File: config.mk
export PLATFORM = sky130hd
export DESIGN_NAME = ptps_cfg_regs
export DESIGN_NICKNAME = d
export VERILOG_FILES = /design/src/ptps_pkg.sv /design/src/ptps_cfg_regs.sv
export SDC_FILE = /design/constraint.sdc
export NUM_CORES = 1
export LEC_CHECK = 0
export BUFFER_PORTS_ARGS = -buffer_cell sky130_fd_sc_hd__buf_2
export CAP_MARGIN = 20
export CORE_MARGIN = 2
export CORE_UTILIZATION = 41
export CTS_BUF_LIST = sky130_fd_sc_hd__clkbuf_4
export CTS_CLUSTER_SIZE = 16
export DETAILED_ROUTE_END_ITERATION = 7
export GPL_TIMING_DRIVEN = 0
export HOLD_SLACK_MARGIN = 0.12
export PLACE_DENSITY = 0.69
export SYNTH_ARGS = -nofsm -noshare
export SYNTH_HDL_FRONTEND = slang
export SYNTH_SLANG_ARGS = --single-unit
File: constraint.sdc
create_clock -name clk -period 1.2 [get_ports clk]
set_input_delay 0.24 -clock clk [delete_from_list [all_inputs] [get_ports clk]]
set_output_delay 0.24 -clock clk [all_outputs]
set_load 0.01 [all_outputs]
File: src/ptps_pkg.sv
// Shared types and constants of the PTP PI clock servo.
// Used by the register file, the top level and the port checker.
`timescale 1ns / 1ps
`default_nettype none

package ptps_pkg;

    // Register widths and data port width
    localparam int LIMIT_W    = 30;
    localparam int PPM_W      = 20;
    localparam int BASE_W     = 17;
    localparam int CFG_DATA_W = 30;
    localparam int CFG_IDX_W  = 2;

    // Field widths
    localparam int SEC_W   = 32;
    localparam int NSEC_W  = 30;
    localparam int PHASE_W = 63;
    localparam int FREQ_W  = 21;
    localparam int DIV_W   = 16;
    localparam int CNT_W   = 32;
    localparam int INTEG_W = 31;

    // Stages from input register to result register, result register included
    localparam int PIPE_DEPTH = 9;

    // Register indexes
    typedef enum logic [CFG_IDX_W-1:0] {
        CFG_INTEGRAL_LIMIT = 2'd0,
        CFG_MAX_ADJUST_PPM = 2'd1,
        CFG_BASE_FREQUENCY = 2'd2
    } cfg_index_t;

    // Register reset values
    localparam logic [LIMIT_W-1:0] INTEGRAL_LIMIT_RST = 30'd1000000;
    localparam logic [PPM_W-1:0]   MAX_ADJUST_RST     = 20'd1000;
    localparam logic [BASE_W-1:0]  BASE_FREQ_RST      = 17'd32768;

    // Seconds to nanoseconds
    localparam logic signed [30:0] NS_PER_SEC = 31'sd1000000000;

    // x / 10 for x < 2^31: (x * ceil(2^34 / 10)) >> 34
    localparam logic [30:0] DIV10_MUL   = 31'd1717986919;
    localparam int          DIV10_SHIFT = 34;
    localparam int          Q10_W       = 27;

    // x / 1e6 for x < 2^37: ((x >> 6) * ceil(2^45 / 15625)) >> 45
    localparam int          PPM_PRESHIFT = 6;
    localparam logic [31:0] PPM_MUL      = 32'd2251799814;
    localparam int          PPM_SHIFT    = 45;
    localparam int          DIVQ_W       = 18;

    // Divider clamp
    localparam logic signed [20:0] DIV_MIN = 21'sd1;
    localparam logic signed [20:0] DIV_MAX = 21'sd65535;

    // Register file contents seen by the datapath
    typedef struct packed {
        logic [LIMIT_W-1:0] integral_limit;
        logic [PPM_W-1:0]   max_adjust_ppm;
        logic [BASE_W-1:0]  base_frequency;
    } cfg_t;

endpackage

`default_nettype wire

File: src/ptps_cfg_regs.sv
// Configuration register file of the servo: limits and nominal RTC frequency.
// Depends on ptps_pkg for widths, indexes and reset values.
`timescale 1ns / 1ps
`default_nettype none

module ptps_cfg_regs (
    input  wire logic                               clk,
    input  wire logic                               rst_n,
    input  wire logic                               cfg_we,
    input  wire logic [ptps_pkg::CFG_IDX_W-1:0]     cfg_index,
    input  wire logic [ptps_pkg::CFG_DATA_W-1:0]    cfg_data,
    output ptps_pkg::cfg_t                          cfg
);

    ptps_pkg::cfg_t cfg_reg;
    ptps_pkg::cfg_t cfg_next;

    // Decode the write; unknown indexes leave everything as is
    always_comb
    begin
        cfg_next = cfg_reg;
        if (cfg_we)
        begin
            unique case (cfg_index)
                ptps_pkg::CFG_INTEGRAL_LIMIT:
                    cfg_next.integral_limit = cfg_data[ptps_pkg::LIMIT_W-1:0];
                ptps_pkg::CFG_MAX_ADJUST_PPM:
                    cfg_next.max_adjust_ppm = cfg_data[ptps_pkg::PPM_W-1:0];
                ptps_pkg::CFG_BASE_FREQUENCY:
                    cfg_next.base_frequency = cfg_data[ptps_pkg::BASE_W-1:0];
                default:
                    cfg_next = cfg_reg;
            endcase
        end
    end

    always_ff @(posedge clk or negedge rst_n)
    begin
        if (!rst_n)
        begin
            cfg_reg.integral_limit <= ptps_pkg::INTEGRAL_LIMIT_RST;
            cfg_reg.max_adjust_ppm <= ptps_pkg::MAX_ADJUST_RST;
            cfg_reg.base_frequency <= ptps_pkg::BASE_FREQ_RST;
        end
        else
        begin
            cfg_reg <= cfg_next;
        end
    end

    assign cfg = cfg_reg;

endmodule

`default_nettype wire

==> results of run 1 <==
[routing by layer]
layer / share of wire [%] / up-vias
li1: - / 807
met3: 4.8 / 14
met5: 0 / -
met1: 42 / 857
met2: 50 / 65
met4: 3.0 / 0
[stage by stage]
step / instance area, sq um / power [W]
floorplan: 2550 / 0.00364
global placement: 3150 / 0.00424
detailed placement: 3160 / 0.00428
CTS: 3680 / 0.00588
global route: 3740 / 0.00622
finish: 3740 / 0.00590
[final cells by class]
cell class | count | share of cell area, %
clock buffers | 11 | 2.21
clock inverters | 5 | 1.20
well taps | 75 | 2.51
multi-input cells | 70 | 21.4
repair buffers | 137 | 25.9
plain buffers | 6 | 1.60
flip-flops and latches | 67 | 45.2
[power by group]
part / internal (W) / switching, W
Sequential: 0.00275 / 0.000219
Clock: 0.000658 / 0.000733
Combinational: 0.000905 / 0.000634
[how the worst max path moves through the flow]
| stage | from | endpoint | slack (ps) | cells past startpoint |
|---|---|---|---|---|
| floorplan | cfg_index[0] | cfg[37] | 100 | 3 |
| CTS | cfg[53] | cfg[53] | -120 | 1 |
| detailed placement | cfg_we | cfg[66] | -140 | 4 |
| global placement | rst_n | cfg[61] | -390 | 1 |
| global route | cfg[22] | cfg[22] | -150 | 1 |
| finish | cfg[53] | cfg[53] | -90 | 1 |
[timing repair]
item / 4_1_cts / 5_1_grt
resized for setup: 14 / 4
setup buffers: 0 / 5
hold endpoints to repair: 120 / 0
hold buffers: 31 / 0
endpoints found under the setup margin: 14 / 63
[cells by family (layout without fill, tap and decap cells)]
| group | Yosys count | in the layout |
|---|---|---|
| buffers and inverters | 6 | 159 |
| and+or+nand+nor | 3 | 3 |
| muxes | 67 | 67 |
| DFF | 67 | 67 |
[cells in the final DEF (no fill, tap or decap)]
cell type,n
dfstp_2,14
buf_6,22
dlygate4sd3_1,31
dfrtp_1,53
nand3b_1,1
bufinv_16,1
mux2_2,65
mux2_1,2
nor3b_4,1
nand3b_4,1
buf_2,82
clkbuf_4,11
clkinv_1,4
buf_4,8
==> impl_metrics.toml, run 1 <==
[run_status]
status = "finished with violations"
violations = "setup timing"

[yosys]
synth_ff_type = "dfrtp_1"
ys_warn_count = 0
syn-num-nets = 178
synth-seq-cells = 67
synth.area.top_cells = "dfrtp_1, mux2_2, dfstp_2"
synth_area_sq_um = 2550
synth_area_leader_cell = "dfrtp_1"
netlist_instances = 143
synth_compound_area_share_pct = 0
muxShareOfSynthArea_pct = 29.5
synth_top_family_by_area = "multiplexers"
post_synth_fa_ha_maj_area_fraction_pct = 0
synth_edf_count = 0
synthXorXnorAreaFrac_pct = 0
yosysUniqueCellTypes = 9
ys_seq_area_share_pct = 66.3
yosys.area_share.simple_pct = 1.81
yosys-top-cells-count = "mux2_2, dfrtp_1, dfstp_2"
syn_area_per_cell_sq_um = 17.9
async_flop_share_pct = 100
netlist.area_leader.share_pct = 51.9
yosys.cell_count.top_type = "mux2_2"

[worst_setup_path]
criticalPathCategory = "flop to output port"
crit_path_end_kind = "output port"
crit_path_cell_trace = "buf_6"
crit_path_max_fanout = 2
reg2reg_depth = 2
worstReg2RegEnd = "cfg[59]"
cpMaxStageDelayCell = "dfstp_2"
arrival_ps = 1050
cp.required_ps = 960
ff2ff_setup_slack_ps = 300
regToRegStartpoint = "cfg[59]"
max_stage_delay_ps = 560
critPathTopFamily = "flip-flops"
start_kind = "flop"
path_buf_inv = 1

[routing]
wl_per_cell_microns = 14.8
dr.pass1.iters = 4
wl_microns = 5490
via_count = 1743
drc = 0
drt_iter0_markers = 44
via_per_inst = 4.70
ant_nets = 0

[finish]
area_delta_synth_final_pct = 46.6
regArea_sq_um = 1690
layout-drive-gt1-share_pct = 69.3
final.fill_count = 446
postLayoutCoreUtil_pct = 62.9
layout.cells.non_filler = 371
diodes = 0
nets = 326
multiInputGateArea_sq_um = 801
largest_register_ffs = 67

[floorplan]
initial_core_util_pct = 42.9
ioPinCount = 102
die_w_microns = 82.9
core.rowCount = 28
fp.dieArea_sq_um = 6880
die_h_microns = 82.9
core_region_area_sq_um = 5960

[timing]
hold_viol = 0
relSlewSlack_pct = 45.7
whs_ps = 321
clock-skew-final_ps = 0
min_period_ps = 1290
setup_viol = 14
worstMarginPinSlew_ps = 815
tns_ps = -1040
drv_slew = 0
grt_setup_unrepaired = "yes"
period_share_pct = 107
finalWorstSetupSlack_ps = -86.6
max_freq_mhz = 777

[clocking]
cts_tree = "done"
htreeDepth = 3
clock_path_buffers = 2
clk_pin_slew_worst_paths_ps = 110
clock-sinks = 67
clockRootBuffer = "clkbuf_4"
cts_made_buffers = 9
clk_latency_ps = 390

[placed_design]
place_inst = 319
port-buffer-count = 101
hpwl_microns = 3460
routabilityCongestion = 0.758
dp_slack_ps = -139

[grt]
use_met1_pct = 20.7
top_usage_layer = "met2"
antenna_found_initial = 0
grt_pass1_wl_microns = 8890
grt_usage_pct = 16.7
grtUsageMet3_pct = 4.08
grt_pass1_vias = 1779
grt_use_met2_pct = 26.6
grt-ovfl-total = 0
grt_max_degree = 68

[worst_hold_path]
whs_path_depth = 3
holdPathEnd = "cfg[16]"
worstHoldPathType = "input pin to flop"
holdCritStartpoint = "cfg_we"

[run]
cap_violations = 0

[power]
p_per_area_nw_per_um2 = 1580
leakagePower_nw = 1.77
irDropWorstVdd_mv = 0.881
Note: power is estimated with default switching activity, not from simulation.
==> inputs of run 2 (changes only) <==
CTS_CLUSTER_DIAMETER = 150   (was default)
clock period = 1.35 ns   (was 1.2 ns; I/O delays follow)
==> run 2 against run 1 <==
  * The flow now finishes without violations
  * Register-to-register slack gained 280 ps
  * Worst setup slack improved by 120 ps
  * Power fell by 12%
  * First-iteration DRC count fell by 20%
  * Non-clock buffer count decreased by 7
==> impl_metrics.toml, run 2 (synthesis gave the netlist of run 1 again) <==
[run_status]
status = "completed"

[finish]
nets = 319
layout.cells.non_filler = 364
layout-drive-gt1-share_pct = 69.2
mostFrequentLayoutCell = "buf_2"
final.fill_count = 456
layout_common_cells = "buf_2, mux2_2, dfrtp_1"
area_delta_synth_final_pct = 43.3
largest_register_ffs = 67
postLayoutCoreUtil_pct = 61.5
diodes = 0

[power]
swShare_pct = 26.9
leakagePower_nw = 1.73
p_per_area_nw_per_um2 = 1410
irDropWorstVdd_mv = 0.781
internal_power_w = 0.00377
p_sw_w = 0.00139
seqPwrFrac_pct = 51.0
p_comb_share_pct = 25.0
p_clk_share_pct = 23.9

[floorplan]
ioPinCount = 102
core.rowCount = 28
initial_core_util_pct = 42.9
fp.dieArea_sq_um = 6880
core_region_area_sq_um = 5960
die_w_microns = 82.9
die_h_microns = 82.9

[clocking]
cts_tree = "done"
clock-sinks = 67
clockRootBuffer = "clkbuf_4"
cts_made_buffers = 9
clock_path_buffers = 2
clk_pin_slew_worst_paths_ps = 110
htreeDepth = 3
clk_latency_ps = 390
postCtsSetupBuffers = 0

[timing]
max_freq_mhz = 759
relSlewSlack_pct = 45.8
period_share_pct = 97.6
clock-skew-final_ps = 0
setup_viol = 0
worstMarginPinSlew_ps = 813
finalWorstSetupSlack_ps = 32.6
min_period_ps = 1320
whs_ps = 161
hold_viol = 0
drv_slew = 0
grt_setup_unrepaired = "yes"

[run]
cap_violations = 0

[placed_design]
place_inst = 319
hpwl_microns = 3460
port-buffer-count = 101
routabilityCongestion = 0.758
dp_slack_ps = -19.4

[routing]
dr.pass1.iters = 4
wl_microns = 5390
via_per_inst = 4.73
wl_per_cell_microns = 14.8
via_count = 1721
drt_iter0_markers = 35
drc = 0
ant_nets = 0

[grt]
grt_pass1_wl_microns = 8850
grt_pass1_vias = 1777
grt-ovfl-total = 0
antenna_found_initial = 0
grt_usage_pct = 16.6
grt_max_degree = 68

[worst_setup_path]
crit_path_max_fanout = 2
criticalPathCategory = "flop to output port"
path_buf_inv = 1
cp.required_ps = 1080
crit_path_cell_trace = "buf_6"
start_kind = "flop"
crit_path_end_kind = "output port"
arrival_ps = 1050
cpMaxStageDelayCell = "dfstp_2"
max_stage_delay_ps = 560
critPathTopFamily = "flip-flops"

[worst_hold_path]
worstHoldPathType = "input pin to flop"
-- run 2: metal layers --
| metal | vias to the layer above | track usage, % | wire (microns) |
|---|---|---|---|
| met2 | 67 | 26.3 | 2710 |
| met1 | 845 | 20.6 | 2280 |
| met4 | 0 | 9.54 | 137 |
| met3 | 12 | 4.17 | 266 |
| met5 | - | 0 | 0 |
| li1 | 797 | - | - |
-- run 2: per-stage QoR --
stage / total power (W) / setup TNS (ps) / instance area (sq um)
floorplan: 0.00324 / 0 / 2550
global placement: 0.00377 / -14090 / 3150
detailed placement: 0.00380 / -168 / 3160
CTS: 0.00519 / -1.94 / 3640
global route: 0.00544 / -226 / 3660
finish: 0.00516 / 0 / 3660
-- run 2: timing repair --
action | in CTS | in global routing
hold buffers | 29 | 0
endpoints found under the setup margin | 10 | 14
pin swaps | 0 | 0
resized for setup | 10 | 4
endpoints found under the hold margin | 105 | 0
-- run 2: final timing paths --
kind | from | to | slack [ps] | cells after the start
max | cfg[53] | cfg[53] | 30 | 1
min | cfg_data[14] | cfg[14] | 160 | 2
max reg2reg | cfg[62] | cfg[62] | 580 | 1
min reg2reg | cfg[63] | cfg[63] | 490 | 1
max in group asynchronous | rst_n | cfg[52] | 310 | 2
min in group asynchronous | rst_n | cfg[27] | 500 | 2
-- run 2: final cells by class --
type	count	area, sq um	area share (%)
Buffer	6	60.1	1.64
Clock buffer	11	82.6	2.25
Clock inverter	5	45.0	1.23
Multi-Input combinational cell	70	801	21.9
Sequential cell	67	1690	46.3
Tap cell	75	93.8	2.56
Timing Repair Buffer	130	886	24.2
-- run 2: power groups by stage --
stage / clock network, W / registers (W) / logic, W
6_report: 0.00124 / 0.00263 / 0.00129
5_1_grt: 0.00137 / 0.00269 / 0.00139
4_1_cts: 0.00128 / 0.00263 / 0.00128
3_5_place_dp: 0 / 0.00265 / 0.00115
3_3_place_gp: 0 / 0.00264 / 0.00113
2_1_floorplan: 0 / 0.00285 / 0.000391
